`src/design/irpt_pkg.sv`:
```
// Shared constants and codes for the IR pulse-train emitter.
package irpt_pkg;

  // Parameter defaults
  localparam int unsigned BufferDepthDef = 256;
  localparam int unsigned NecBitsDef     = 32;
  localparam int unsigned SkyBitsDef     = 12;

  // Field widths
  localparam int unsigned CmdW    = 3;
  localparam int unsigned CodeW   = 32;
  localparam int unsigned SlotW   = 8;
  localparam int unsigned DurW    = 16;
  localparam int unsigned RawLenW = 9;

  // Configuration register file
  localparam int unsigned CfgIdxW  = 3;
  localparam int unsigned CfgCount = 8;

  localparam logic [CfgIdxW-1:0] CFG_NEC_LEAD_HIGH  = 3'd0;
  localparam logic [CfgIdxW-1:0] CFG_NEC_LEAD_LOW   = 3'd1;
  localparam logic [CfgIdxW-1:0] CFG_NEC_MARK       = 3'd2;
  localparam logic [CfgIdxW-1:0] CFG_NEC_SPACE_ZERO = 3'd3;
  localparam logic [CfgIdxW-1:0] CFG_NEC_SPACE_ONE  = 3'd4;
  localparam logic [CfgIdxW-1:0] CFG_SKY_START      = 3'd5;
  localparam logic [CfgIdxW-1:0] CFG_SKY_ZERO       = 3'd6;
  localparam logic [CfgIdxW-1:0] CFG_SKY_ONE        = 3'd7;

  localparam logic [DurW-1:0] CFG_RESET [CfgCount] = '{
    16'd450, 16'd450, 16'd56, 16'd56, 16'd169, 16'd600, 16'd60, 16'd120
  };

  // Command codes
  localparam logic [CmdW-1:0] CMD_TICK   = 3'd0;
  localparam logic [CmdW-1:0] CMD_NEC    = 3'd1;
  localparam logic [CmdW-1:0] CMD_SKY    = 3'd2;
  localparam logic [CmdW-1:0] CMD_RAW_WR = 3'd3;
  localparam logic [CmdW-1:0] CMD_RAW_GO = 3'd4;

endpackage

```
`src/design/irpt_if.sv`:
```
// Channel interfaces: command input, result output and configuration write.
interface irpt_in_if;
  logic                        valid;
  logic                        ready;
  logic [irpt_pkg::CmdW-1:0]    cmd;
  logic [irpt_pkg::CodeW-1:0]   code_value;
  logic [irpt_pkg::SlotW-1:0]   raw_slot;
  logic [irpt_pkg::DurW-1:0]    raw_duration;
  logic [irpt_pkg::RawLenW-1:0] raw_length;

  modport source(output valid, cmd, code_value, raw_slot, raw_duration, raw_length,
                 input ready);
  modport sink(input valid, cmd, code_value, raw_slot, raw_duration, raw_length,
               output ready);
endinterface

interface irpt_out_if;
  logic valid;
  logic ready;
  logic led_on;
  logic busy_res;
  logic accepted;

  modport source(output valid, led_on, busy_res, accepted, input ready);
  modport sink(input valid, led_on, busy_res, accepted, output ready);
endinterface

interface irpt_cfg_if;
  logic                         valid;
  logic                         ready;
  logic [irpt_pkg::CfgIdxW-1:0] index;
  logic [irpt_pkg::DurW-1:0]    data;

  modport source(output valid, index, data, input ready);
  modport sink(input valid, index, data, output ready);
endinterface

```
`src/design/ir_pulse_train_emitter.sv`:
```
// IR pulse-train emitter: duration buffer, NEC/SKY fill sequencer and tick player.
//
// Usage:
//   in_i carries one command per beat: tick, NEC send, SKY send, raw entry write
//   or raw start. Every accepted beat yields exactly one result beat on out_o
//   (gate level, busy flag, accepted flag). cfg_i writes the eight 16-bit
//   timing registers and is always ready; write it only while idle.
// Sequence:
//   Idle ticks, raw writes and raw starts finish in the accept cycle. A tick while
//   playing goes through the tick state (buffer read, then compare/advance). NEC and
//   SKY sends step through the fill state with one buffer write per cycle.
//   The result beat is valid the cycle after the work ends. One item is in
//   flight at a time; in_i is ready again the cycle after the result is taken.
// Reset:
//   After rst_ni the block sweeps the buffer to zero, one entry per cycle,
//   before in_i goes ready.
//   Timing registers return to their defaults.
// Stall:
//   If out_o is not taken, the result is held and no new command is taken.
module ir_pulse_train_emitter #(
  parameter int unsigned BUFFER_DEPTH = irpt_pkg::BufferDepthDef,
  parameter int unsigned NEC_BITS     = irpt_pkg::NecBitsDef,
  parameter int unsigned SKY_BITS     = irpt_pkg::SkyBitsDef
) (
  input  logic       clk_i,
  input  logic       rst_ni,
  irpt_cfg_if.sink   cfg_i,
  irpt_in_if.sink    in_i,
  irpt_out_if.source out_o
);

  localparam int unsigned AddrW    = $clog2(BUFFER_DEPTH);
  localparam int unsigned LenW     = $clog2(BUFFER_DEPTH + 1);
  localparam int unsigned NecLen   = 2 * NEC_BITS + 4;
  localparam int unsigned SkyLen   = SKY_BITS + 7;
  localparam int unsigned FillMax  = (NecLen > SkyLen) ? NecLen : SkyLen;
  localparam int unsigned FillW    = $clog2(FillMax);
  localparam int unsigned NecBitHi = 2 * NEC_BITS + 1;  // last data space slot
  localparam int unsigned SkyBitLo = 6;
  localparam int unsigned SkyBitHi = SKY_BITS + 5;
  localparam int unsigned DurW     = irpt_pkg::DurW;

  // Sequencer states
  localparam logic [1:0] ST_CLEAR = 2'd0;
  localparam logic [1:0] ST_IDLE  = 2'd1;
  localparam logic [1:0] ST_FILL  = 2'd2;
  localparam logic [1:0] ST_TICK  = 2'd3;

  logic [1:0]             state_q, state_d;
  logic [AddrW-1:0]       clr_q, clr_d;
  logic [DurW-1:0]        cfg_q [irpt_pkg::CfgCount];
  logic [irpt_pkg::CodeW-1:0] code_q, code_d;
  logic                   sky_q, sky_d;
  logic [FillW-1:0]       fill_idx_q, fill_idx_d;
  logic [LenW-1:0]        len_q, len_d;
  logic [LenW-1:0]        pos_q, pos_d;
  logic [DurW-1:0]        tick_q, tick_d;
  logic                   next_lvl_q, next_lvl_d;
  logic                   gate_q, gate_d;
  logic                   playing_q, playing_d;
  logic                   out_vld_q, out_vld_d;
  logic                   out_led_q, out_led_d;
  logic                   out_busy_q, out_busy_d;
  logic                   out_acc_q, out_acc_d;

  // Buffer memory and its port signals
  logic [DurW-1:0]        mem [BUFFER_DEPTH];
  logic [DurW-1:0]        rd_q;
  logic                   mem_we;
  logic [AddrW-1:0]       mem_waddr;
  logic [DurW-1:0]        mem_wdata;

  logic                   in_acc;
  logic                   fill_last;
  logic [DurW-1:0]        fill_val;
  logic                   fill_shift;
  logic                   gate_n;
  logic [LenW-1:0]        pos_n;

  assign cfg_i.ready    = 1'b1;
  assign in_i.ready     = (state_q == ST_IDLE) && !out_vld_q;
  assign in_acc         = in_i.valid && in_i.ready;
  assign out_o.valid    = out_vld_q;
  assign out_o.led_on   = out_led_q;
  assign out_o.busy_res = out_busy_q;
  assign out_o.accepted = out_acc_q;

  // Entry value for the current fill slot; also flags when the code shifts.
  always_comb begin
    fill_val   = cfg_q[irpt_pkg::CFG_SKY_ZERO];
    fill_shift = 1'b0;
    if (!sky_q) begin
      if (fill_idx_q == FillW'(0)) begin
        fill_val = cfg_q[irpt_pkg::CFG_NEC_LEAD_HIGH];
      end else if (fill_idx_q == FillW'(1)) begin
        fill_val = cfg_q[irpt_pkg::CFG_NEC_LEAD_LOW];
      end else if (!fill_idx_q[0]) begin
        fill_val = cfg_q[irpt_pkg::CFG_NEC_MARK];
      end else if (fill_idx_q <= FillW'(NecBitHi)) begin
        // Data space, MSB first: code shifts left after each bit
        fill_shift = 1'b1;
        fill_val   = code_q[NEC_BITS-1] ? cfg_q[irpt_pkg::CFG_NEC_SPACE_ONE]
                                        : cfg_q[irpt_pkg::CFG_NEC_SPACE_ZERO];
      end else begin
        fill_val = cfg_q[irpt_pkg::CFG_NEC_SPACE_ZERO];
      end
    end else begin
      if (fill_idx_q == FillW'(0)) begin
        fill_val = cfg_q[irpt_pkg::CFG_SKY_START];
      end else if (fill_idx_q <= FillW'(3)) begin
        fill_val = cfg_q[irpt_pkg::CFG_SKY_ONE];
      end else if (fill_idx_q >= FillW'(SkyBitLo) && fill_idx_q <= FillW'(SkyBitHi)) begin
        // Data entries, LSB first: code shifts right after each bit
        fill_shift = 1'b1;
        fill_val   = code_q[0] ? cfg_q[irpt_pkg::CFG_SKY_ONE]
                               : cfg_q[irpt_pkg::CFG_SKY_ZERO];
      end else begin
        fill_val = cfg_q[irpt_pkg::CFG_SKY_ZERO];
      end
    end
  end

  assign fill_last = sky_q ? (fill_idx_q == FillW'(SkyLen - 1))
                           : (fill_idx_q == FillW'(NecLen - 1));

  // Tick step: level change on first tick of an entry, advance at its end
  always_comb begin
    gate_n = gate_q;
    if (tick_q == '0) begin
      gate_n = next_lvl_q;
    end
    pos_n = pos_q + LenW'(1);
    if (tick_q == rd_q && pos_n >= len_q) begin
      gate_n = 1'b0;
    end
  end

  always_comb begin
    state_d    = state_q;
    clr_d      = clr_q;
    code_d     = code_q;
    sky_d      = sky_q;
    fill_idx_d = fill_idx_q;
    len_d      = len_q;
    pos_d      = pos_q;
    tick_d     = tick_q;
    next_lvl_d = next_lvl_q;
    gate_d     = gate_q;
    playing_d  = playing_q;
    out_vld_d  = out_vld_q;
    out_led_d  = out_led_q;
    out_busy_d = out_busy_q;
    out_acc_d  = out_acc_q;
    mem_we     = 1'b0;
    mem_waddr  = '0;
    mem_wdata  = '0;

    if (out_vld_q && out_o.ready) begin
      out_vld_d = 1'b0;
    end

    case (state_q)
      ST_CLEAR: begin
        mem_we    = 1'b1;
        mem_waddr = clr_q;
        if (clr_q == AddrW'(BUFFER_DEPTH - 1)) begin
          state_d = ST_IDLE;
        end else begin
          clr_d = clr_q + AddrW'(1);
        end
      end

      ST_IDLE: begin
        if (in_acc) begin
          // Default: result right away, nothing taken
          out_vld_d  = 1'b1;
          out_led_d  = gate_q;
          out_busy_d = playing_q;
          out_acc_d  = 1'b0;
          case (in_i.cmd)
            irpt_pkg::CMD_TICK: begin
              if (playing_q) begin
                state_d   = ST_TICK;
                out_vld_d = 1'b0;
              end
            end
            irpt_pkg::CMD_NEC, irpt_pkg::CMD_SKY: begin
              if (!playing_q) begin
                state_d    = ST_FILL;
                sky_d      = (in_i.cmd == irpt_pkg::CMD_SKY);
                code_d     = in_i.code_value;
                fill_idx_d = '0;
                out_vld_d  = 1'b0;
              end
            end
            irpt_pkg::CMD_RAW_WR: begin
              if (!playing_q && (32'(in_i.raw_slot) < 32'(BUFFER_DEPTH))) begin
                mem_we    = 1'b1;
                mem_waddr = AddrW'(in_i.raw_slot);
                mem_wdata = in_i.raw_duration;
                out_acc_d = 1'b1;
              end
            end
            irpt_pkg::CMD_RAW_GO: begin
              if (!playing_q && in_i.raw_length != '0) begin
                len_d      = (32'(in_i.raw_length) > 32'(BUFFER_DEPTH))
                             ? LenW'(BUFFER_DEPTH) : LenW'(in_i.raw_length);
                pos_d      = '0;
                tick_d     = '0;
                next_lvl_d = 1'b1;
                playing_d  = 1'b1;
                out_busy_d = 1'b1;
                out_acc_d  = 1'b1;
              end
            end
            default: ;
          endcase
        end
      end

      ST_FILL: begin
        mem_we    = 1'b1;
        mem_waddr = AddrW'(fill_idx_q);
        mem_wdata = fill_val;
        if (fill_shift) begin
          code_d = sky_q ? (code_q >> 1) : (code_q << 1);
        end
        if (fill_last) begin
          len_d      = sky_q ? LenW'(SkyLen) : LenW'(NecLen);
          pos_d      = '0;
          tick_d     = '0;
          next_lvl_d = 1'b1;
          playing_d  = 1'b1;
          state_d    = ST_IDLE;
          out_vld_d  = 1'b1;
          out_led_d  = gate_q;
          out_busy_d = 1'b1;
          out_acc_d  = 1'b1;
        end else begin
          fill_idx_d = fill_idx_q + FillW'(1);
        end
      end

      ST_TICK: begin
        if (tick_q == '0) begin
          next_lvl_d = ~next_lvl_q;
        end
        if (tick_q == rd_q) begin
          tick_d = '0;
          pos_d  = pos_n;
          if (pos_n >= len_q) begin
            playing_d = 1'b0;
          end
        end else begin
          tick_d = tick_q + DurW'(1);
        end
        gate_d     = gate_n;
        state_d    = ST_IDLE;
        out_vld_d  = 1'b1;
        out_led_d  = gate_n;
        out_busy_d = !((tick_q == rd_q) && (pos_n >= len_q));
        out_acc_d  = 1'b0;
      end

      default: state_d = ST_IDLE;
    endcase
  end

  // Buffer: one write port, read port addressed by the play position
  always_ff @(posedge clk_i) begin
    if (mem_we) begin
      mem[mem_waddr] <= mem_wdata;
    end
    rd_q <= mem[pos_q[AddrW-1:0]];
  end

  always_ff @(posedge clk_i or negedge rst_ni) begin
    if (!rst_ni) begin
      state_q    <= ST_CLEAR;
      clr_q      <= '0;
      len_q      <= '0;
      pos_q      <= '0;
      tick_q     <= '0;
      next_lvl_q <= 1'b0;
      gate_q     <= 1'b0;
      playing_q  <= 1'b0;
      out_vld_q  <= 1'b0;
      for (int i = 0; i < irpt_pkg::CfgCount; i++) begin
        cfg_q[i] <= irpt_pkg::CFG_RESET[i];
      end
    end else begin
      state_q    <= state_d;
      clr_q      <= clr_d;
      len_q      <= len_d;
      pos_q      <= pos_d;
      tick_q     <= tick_d;
      next_lvl_q <= next_lvl_d;
      gate_q     <= gate_d;
      playing_q  <= playing_d;
      out_vld_q  <= out_vld_d;
      if (cfg_i.valid) begin
        cfg_q[cfg_i.index] <= cfg_i.data;
      end
    end
  end

  // Payload registers
  always_ff @(posedge clk_i) begin
    code_q     <= code_d;
    sky_q      <= sky_d;
    fill_idx_q <= fill_idx_d;
    out_led_q  <= out_led_d;
    out_busy_q <= out_busy_d;
    out_acc_q  <= out_acc_d;
  end

endmodule

```
`src/flat_wrapper.sv`:
```
// flat-port wrapper written by rule: the top's interface ports become plain ports
module ir_pulse_train_emitter_flat 
#(
  parameter int unsigned BUFFER_DEPTH = irpt_pkg::BufferDepthDef,
  parameter int unsigned NEC_BITS     = irpt_pkg::NecBitsDef,
  parameter int unsigned SKY_BITS     = irpt_pkg::SkyBitsDef
)
  (clk_i, rst_ni, cfg_i_valid, cfg_i_index, cfg_i_data, cfg_i_ready, in_i_valid, in_i_cmd, in_i_code_value, in_i_raw_slot, in_i_raw_duration, in_i_raw_length, in_i_ready, out_o_valid, out_o_led_on, out_o_busy_res, out_o_accepted, out_o_ready);
  irpt_cfg_if cfg_i_i ();
  irpt_in_if in_i_i ();
  irpt_out_if out_o_i ();
  input  logic clk_i;
  input  logic rst_ni;
  input wire logic [$bits(cfg_i_i.valid)-1:0] cfg_i_valid;
  input wire logic [$bits(cfg_i_i.index)-1:0] cfg_i_index;
  input wire logic [$bits(cfg_i_i.data)-1:0] cfg_i_data;
  output wire logic [$bits(cfg_i_i.ready)-1:0] cfg_i_ready;
  input wire logic [$bits(in_i_i.valid)-1:0] in_i_valid;
  input wire logic [$bits(in_i_i.cmd)-1:0] in_i_cmd;
  input wire logic [$bits(in_i_i.code_value)-1:0] in_i_code_value;
  input wire logic [$bits(in_i_i.raw_slot)-1:0] in_i_raw_slot;
  input wire logic [$bits(in_i_i.raw_duration)-1:0] in_i_raw_duration;
  input wire logic [$bits(in_i_i.raw_length)-1:0] in_i_raw_length;
  output wire logic [$bits(in_i_i.ready)-1:0] in_i_ready;
  output wire logic [$bits(out_o_i.valid)-1:0] out_o_valid;
  output wire logic [$bits(out_o_i.led_on)-1:0] out_o_led_on;
  output wire logic [$bits(out_o_i.busy_res)-1:0] out_o_busy_res;
  output wire logic [$bits(out_o_i.accepted)-1:0] out_o_accepted;
  input wire logic [$bits(out_o_i.ready)-1:0] out_o_ready;
  assign cfg_i_i.valid = cfg_i_valid;
  assign cfg_i_i.index = cfg_i_index;
  assign cfg_i_i.data = cfg_i_data;
  assign cfg_i_ready = cfg_i_i.ready;
  assign in_i_i.valid = in_i_valid;
  assign in_i_i.cmd = in_i_cmd;
  assign in_i_i.code_value = in_i_code_value;
  assign in_i_i.raw_slot = in_i_raw_slot;
  assign in_i_i.raw_duration = in_i_raw_duration;
  assign in_i_i.raw_length = in_i_raw_length;
  assign in_i_ready = in_i_i.ready;
  assign out_o_valid = out_o_i.valid;
  assign out_o_led_on = out_o_i.led_on;
  assign out_o_busy_res = out_o_i.busy_res;
  assign out_o_accepted = out_o_i.accepted;
  assign out_o_i.ready = out_o_ready;
  ir_pulse_train_emitter #(.BUFFER_DEPTH(BUFFER_DEPTH), .NEC_BITS(NEC_BITS), .SKY_BITS(SKY_BITS)) u_core (.clk_i(clk_i), .rst_ni(rst_ni), .cfg_i(cfg_i_i), .in_i(in_i_i), .out_o(out_o_i));
endmodule
```
`config.mk`:
```
export PLATFORM = sky130hd
export DESIGN_NAME = ir_pulse_train_emitter_flat
export DESIGN_NICKNAME = d
export VERILOG_FILES = /design/src/design/irpt_pkg.sv /design/src/design/irpt_if.sv /design/src/design/ir_pulse_train_emitter.sv /design/src/flat_wrapper.sv
export SDC_FILE = /design/constraint.sdc
export NUM_CORES = 2
export LEC_CHECK = 0
export ABC_CLOCK_PERIOD_IN_PS = 15290
export BUFFER_PORTS_ARGS = -buffer_cell sky130_fd_sc_hd__buf_4
export CORE_MARGIN = 2
export CORE_UTILIZATION = 50
export CTS_CLUSTER_SIZE = 10
export DETAILED_ROUTE_END_ITERATION = 12
export HOLD_SLACK_MARGIN = 0.02
export PLACE_DENSITY = 0.68
export SLEW_MARGIN = 10
export SYNTH_ARGS = -nofsm -noshare
export SYNTH_HDL_FRONTEND = slang
export SYNTH_SLANG_ARGS = --single-unit
```
`constraint.sdc`:
```
create_clock -name clk_i -period 15.29 [get_ports clk_i]
set_input_delay 3.058 -clock clk_i [delete_from_list [all_inputs] [get_ports clk_i]]
set_output_delay 3.058 -clock clk_i [all_outputs]
set_load 0.005 [all_outputs]
```
# --- After elaboration in Yosys (flattened, before gate mapping) ---
# Memory sizes are Yosys's and may differ from the RTL's. A register that Yosys moved wholly into a read port is not among the register bits.
# Cells that the tools add are included.
word_totals:
  inputBits: 92
  elab_cells: 198
  ramBits: 4096
  mem_count: 1
  ff_bits: 219
  output_inout_bits: 6
op_classes:
  muxes: 101
  addsub: 4
  eq_ne: 27
  bitwise_logic: 4
  n_reduce_logical: 30
  n_lt_le_gt_ge: 8
memory_table:
  columns: ["name", "depth", "word_bits", "read_ports", "rd_clocked_by_memory_dff", "wr", "line_no", "rtl"]
  rows:
  - ["u_core.mem", 256, 16, 1, 1, 1, "ir_pulse_train_emitter.sv:67", "logic [DurW-1:0] mem [BUFFER_DEPTH];"]
ops:
  columns: ["cell", "n"]
  rows:
  - ["16-bit 2-to-1 mux", 19]
  - ["32-bit 2-to-1 mux", 5]
  - ["128-bit bitwise mux", 1]
  - ["9-bit 2-to-1 mux", 10]
  - ["32-bit one-hot mux with 2 select lines", 1]
  - ["16-bit demux with 3-bit select", 1]
  - ["16-bit one-hot mux with 3 select lines", 1]
  - ["7-bit 2-to-1 mux", 5]
  - ["1-bit 2-to-1 mux", 34]
  - ["16-bit one-hot mux with 2 select lines", 1]
  - ["9-bit one-hot mux with 3 select lines", 1]
  - ["5-bit AND reduction", 5]
  - ["8-bit 2-to-1 mux", 3]
  - ["8-bit one-hot mux with 3 select lines", 1]
  - ["1-bit one-hot mux with 3 select lines", 6]
  - ["9-bit one-hot mux with 2 select lines", 1]
  - ["6-bit AND reduction", 3]
  - ["16-bit by 1-bit adder with 16-bit output, second input constant", 1]
  - ["16-bit equality test", 1]
  - ["16-bit zero test", 1]
  - ["2-bit by 1-bit inequality test with 1-bit output, second input constant", 7]
  - ["7-bit one-hot mux with 2 select lines", 1]
  - ["2-bit 2-to-1 mux", 5]
  - ["2-bit inequality test, second input constant", 5]
  - ["other kinds (39)", 55]

# --- Longest topological paths before layout ---
logic_depth:
  depth_word: 8
  mapped_depth: 20
  depth_no_buf: 14

# --- Least setup slack after synthesis ---
# OpenSTA, ideal clock, no wires.
synth_path:
  path_type: "register to register"
  start: "register u_core.fill_idx_q[0]"
  end: "memory u_core.mem[0][8] (data pin)"
  setup_slack_ns: 0.681
  t_arrival_ns: 12.422
  setup_ns: 2.187
  t_required_ns: 13.103
  n_path_buf: 2
  synth_period_minus_slack_ns: 14.609
  stages_incl_launch_ff: 13
  path_cell_list: "edfxtp_1 > clkbuf_1 > inv_1 > ha_1 > o21a_1 > nor3_1 > a2111oi_0 > a21oi_1 > buf_2 > mux2i_1 > nor2_1 > a21oi_1 > o21ai_0"
synth_via:
  elab_chain_cells: 7
  word_cells_on_any_way: 16
  cone_classes: "order compare: 4; eq/ne: 1; mux: 9; reduce/logical: 2"
synth_rtl:
  columns: ["item", "line_no", "rtl"]
  rows:
  - ["from (decl)", "ir_pulse_train_emitter.sv:54", "logic [FillW-1:0] fill_idx_q, fill_idx_d;"]
  - ["from (signal assigned)", "ir_pulse_train_emitter.sv:311", "fill_idx_q <= fill_idx_d;"]
  - ["7-bit <= comparator, or another cell as far along", "ir_pulse_train_emitter.sv:99", "end else if (fill_idx_q <= FillW'(NecBitHi)) begin"]
  - ["16-bit 2-to-1 mux or 1-bit logical AND (tied branches)", "ir_pulse_train_emitter.sv:99, ir_pulse_train_emitter.sv:112", null]
  - ["16-bit 2-to-1 mux, on equally long branches", "ir_pulse_train_emitter.sv:97, ir_pulse_train_emitter.sv:112", null]
  - ["16-bit 2-to-1 mux, on equally long branches", "ir_pulse_train_emitter.sv:95, ir_pulse_train_emitter.sv:110", null]
  - ["16-bit 2-to-1 mux, on equally long branches", "ir_pulse_train_emitter.sv:93, ir_pulse_train_emitter.sv:108", null]
  - ["16-bit 2-to-1 mux (*)", "ir_pulse_train_emitter.sv:92", "if (!sky_q) begin"]
  - ["16-bit one-hot mux with 2 select lines (*)", "ir_pulse_train_emitter.sv:162", "case (state_q)"]
  - ["via u_core.mem_wdata[8]", "ir_pulse_train_emitter.sv:71", "logic [DurW-1:0] mem_wdata;"]
  - ["to (decl)", "ir_pulse_train_emitter.sv:67", null]
# The timed path passes the listed nets; every way through them passes the cells marked *.

# --- Worst setup path after layout ---
layout_path:
  start: "input in_i_valid"
  end: "memory u_core.mem[133][5] (enable)"
layout_via:
  elab_chain_cells: 5
  word_cells_on_any_way: 7
  cone_classes: "mux: 6; reduce/logical: 1"
layout_rtl:
  columns: ["item", "line_no", "rtl"]
  rows:
  - ["from (decl)", "flat_wrapper.sv:18", "input wire logic [$bits(in_i_i.valid)-1:0] in_i_valid;"]
  - ["1-bit logical AND (*)", "ir_pulse_train_emitter.sv:82", "assign in_acc = in_i.valid && in_i.ready;"]
  - ["1-bit 2-to-1 mux", "ir_pulse_train_emitter.sv:174", "if (in_acc) begin"]
  - ["1-bit one-hot mux with 2 select lines", "ir_pulse_train_emitter.sv:162", null]
  - ["1-bit 2-to-1 mux", "ir_pulse_train_emitter.sv:271", "if (mem_we) begin"]
  - ["1-bit 2-to-1 mux (implied by the code)", "ir_pulse_train_emitter.sv:272", "mem[mem_waddr] <= mem_wdata;"]
# Every way passes the cells marked *; elsewhere a longest branch is shown, timed or not.

==> out/qor.csv <==
stage,metric,value,unit
clock_network,"Clk pin slew, worst setup/hold paths",50,ps
cells_and_area,nets,9162,
critical_path,CP max FO,16,
clock_network,Worst-Skew Late Latency,1010,ps
route,Post-Route WL,489000,µm
global_route,largest net degree at the start of global routing,185,
logic_synthesis,post-synthesis xor/xnor area fraction,0.180,%
critical_path,reg-to-reg endpoint,u_core.rd_q[6],
cells_and_area,filler instances,25000,
route,First-pass DRT Iterations,6,
critical_path,FF-to-FF setup slack,9040,ps
cells_and_area,share of layout cells above drive strength 1,22.4,%
timing,Max Clock Freq,144,MHz
logic_synthesis,most common cell in the netlist,edfxtp_1,
logic_synthesis,Post-Syn Area,170000,µm²
logic_synthesis,count of different cell masters after synthesis,82,
power_and_ir_drop,pwr/cell area,121,nW/µm²
place,Post-Place Setup Slack,7490,ps
power_and_ir_drop,peak supply drop,0.102,mV
floorplanning,io pins,98,
timing,max_slew headroom,4.88,%
clock_network,worst-case clock buffer depth,4,
place,IO buf count,96,
hold_path,hold depth,2,
logic_synthesis,share of the synthesized area in the top cell type,72.9,%
cells_and_area,area grow syn2layout,11.9,%
clock_network,CTS Hold Bufs,0,
clock_network,CTS Sinks,4331,
critical_path,"delay-heaviest family, CP",simple AND/OR/NAND/NOR gates,
logic_synthesis,Synth Area in Compound Gates,4.39,%
logic_synthesis,post-synthesis mux area share,15.1,%
logic_synthesis,post-synthesis adder-cell area fraction,0.161,%
floorplanning,Initial Utilization,50.2,%
timing,RSZ-0062 raised after global routing,false,
clock_network,setup bufs post-CTS,0,
timing,post-route setup TNS,0,ps
floorplanning,Die Ht,588,µm
global_route,gr usage total,27.8,%
clock_network,# H-tree levels,5,
clock_network,Root Buffer,clkbuf_16,
logic_synthesis,top_reg_cell synth,edfxtp_1,
critical_path,Slowest cell on crit path,a222oi_1,
logic_synthesis,synth cell count leaders,"edfxtp_1 (4,139), mux4_2 (724), mux2i_1 (710)",
timing,Final Hold Violating Endpoints,0,
timing,Final setup viols,0,
logic_synthesis,Async SR Flop Fraction,4.06,%
timing,Worst Skew,103,ps
critical_path,RR Startpoint,u_core.pos_q[0],
clock_network,CTS tree,yes,
global_route,global-route wire length before repair,683000,µm
critical_path,worst stage delay on the critical path,1040,ps
critical_path,Buf/Inv on CP,1,
global_route,initial antenna violation count,37,
floorplanning,Die X,588,µm
logic_synthesis,Synth area leader,edfxtp_1,
hold_path,HP Start,u_core.len_q[0],
critical_path,crit path capture type,flop,
timing,Worst Tran Pin Value,1430,ps
floorplanning,core area,340000,µm²
route,average wire per standard cell,35.5,µm
place,GP Congestion,0.934,
floorplanning,Cell Rows,214,
power_and_ir_drop,Lkg Pwr,49.1,nW
global_route,vias in the first global route,89100,
cells_and_area,Register Area,129000,µm²
critical_path,nature of the critical path startpoint,input pin,
route,Vias per Instance,6.68,
critical_path,CP Class,input pin to flop,
timing,hold slack,493,ps
logic_synthesis,largest family of logic cells by synthesized area,multiplexers,
route,Detail Route Antenna Nets,0,
cells_and_area,area of the multi-input gates,38600,µm²
logic_synthesis,synthesis-stage register bit count,4331,
logic_synthesis,synthesized area per cell,19.9,µm²
timing,final setup margin,8360,ps
logic_synthesis,area share of and/or/nand/nor cells after synthesis,2.44,%
run_status,status,"finished, final reports clean",
logic_synthesis,post-synthesis cell count,8582,
timing,Final Critical Period,6930,ps
logic_synthesis,Ys Warns,0,
logic_synthesis,syn_nets,8696,
critical_path,CP required,15820,ps
timing,Final Max Tran Viols,0,
hold_path,hold crit path type,flop to flop,
route,DRC viols,0,
global_route,total congestion overflow,0,
route,Iteration-0 DRC Markers,14900,
critical_path,worst reg-to-reg path cell count,8,
job,Max Cap Violations,0,
logic_synthesis,synth top area cells,"edfxtp_1 (73%), mux4_2 (9.6%), mux2i_1 (4.2%)",
floorplanning,full die area,346000,µm²
logic_synthesis,number of synthesized flops with an enable pin,4139,
route,via count,92000,
logic_synthesis,post-synthesis sequential area ratio,75.7,%
timing,Tcrit/Tclk final,45.3,%
place,post-DP HPWL,292000,µm
clock_network,total CTS buffers,478,
hold_path,Worst Hold End,u_core.len_q[0],
clock_network,cts repair resizes,0,
cells_and_area,final core occ,56.2,%
critical_path,"Cell Chain, Critical Path",buf_4 -> nor4bb_1 -> and4_1 -> a222oi_1 -> nor3b_1 -> nand2_1 -> nor2_2,
critical_path,Crit path arrival time,7460,ps
per-layer routing:
metal  vias up  part of all wire [%]  GRT usage, %
met5         -                 0.075             0
met4        26                   5.4          13.1
met3      1054                    12          7.25
met2      6422                    46          42.0
met1     48200                    37          38.0
li1      36300                     -             -
how the worst max path moves through the flow:
| stage | end | depth (start not counted) | slack [ps] | from |
|---|---|---|---|---|
| after global placement | u_core.mem[62][3] | 10 | 7660 | in_i_valid |
| after global routing | u_core.mem[132][12] | 7 | 8320 | in_i_valid |
| final | u_core.mem[133][5] | 7 | 8360 | in_i_valid |
| after floorplan | u_core.mem[0][8] | 12 | 680 | u_core.fill_idx_q[0] |
| after CTS | u_core.mem[63][3] | 10 | 8500 | in_i_valid |
| after detailed placement | u_core.mem[207][3] | 10 | 7490 | in_i_valid |
sequential cells by signal, summed over array words and instances (netlist names):
name	cells
u_core.fill_idx_q	7
u_core.clr_q	8
u_core.out_o.busy_res	1
u_core.out_o.valid	1
u_core.len_q	9
u_core.code_q	32
u_core.rd_q	16
u_core.out_o.led_on	1
u_core.out_o.accepted	1
u_core.tick_q	16
u_core.cfg_q	128
u_core.playing_q	1
u_core.mem	4096
u_core.gate_q	1
u_core.pos_q	9
u_core.state_q	2
u_core.sky_q	1
u_core.next_lvl_q	1
worst register-to-register path, delay by kind of cell, from the launching register on:
kind	cells	cell delay (ps)
buf+inv	3	2100
simple gates	1	560
compound gates	2	1170
mux	2	1280
flops	1	960
area by class of cell:
type / instances / area share [%]
sequential: 4331 / 67.7
clock buffer: 604 / 6.53
multi-input combinational: 3705 / 20.3
inverter: 29 / 0.0636
timing repair buffer: 503 / 2.14
tap: 4536 / 2.97
clock inverter: 39 / 0.363
antenna: 18 / 0.0236
where the power goes:
part	leakage (nW)	switching (mW)	internal, mW	total [mW]
Clock	6.34	4.42	5.66	10.1
Combinational	11.8	0.0728	0.0903	0.163
Sequential	30.9	0.0385	12.9	12.9
Total	49.1	4.53	18.6	23.2
cell usage in the layout, fill, tap and decap left out, types with 137 or more instances in the layout:
| cell | Yosys | routed |
|---|---|---|
| buf_4 | 46 | 475 |
| mux2i_1 | 710 | 710 |
| mux4_2 | 724 | 724 |
| o22ai_1 | 160 | 160 |
| o21ai_0 | 152 | 137 |
| edfxtp_1 | 4139 | 4139 |
| nand2_1 | 205 | 188 |
| a21oi_1 | 253 | 251 |
| clkbuf_16 | 0 | 479 |
| o221ai_1 | 175 | 175 |
| nor2_1 | 468 | 385 |
| dfrtp_1 | 146 | 140 |
stage by stage:
stage | power, mW | instance area, µm² | std cells
floorplan | 13.3 | 171000 | 8582
global placement | 13.3 | 178000 | 13100
detailed placement | 13.3 | 178000 | 13100
CTS | 23.2 | 191000 | 13700
global route | 23.7 | 191000 | 13700
finish | 23.2 | 191000 | 13800
logic make-up after synthesis:
group / count (synthesis)
compound gates: 1097
flops: 4331
buf+inv: 546
xor+xnor: 35
simple gates: 948
fa+ha+maj: 22
other cells: 1
mux: 1602
Note: power is estimated with default switching activity, not from simulation.
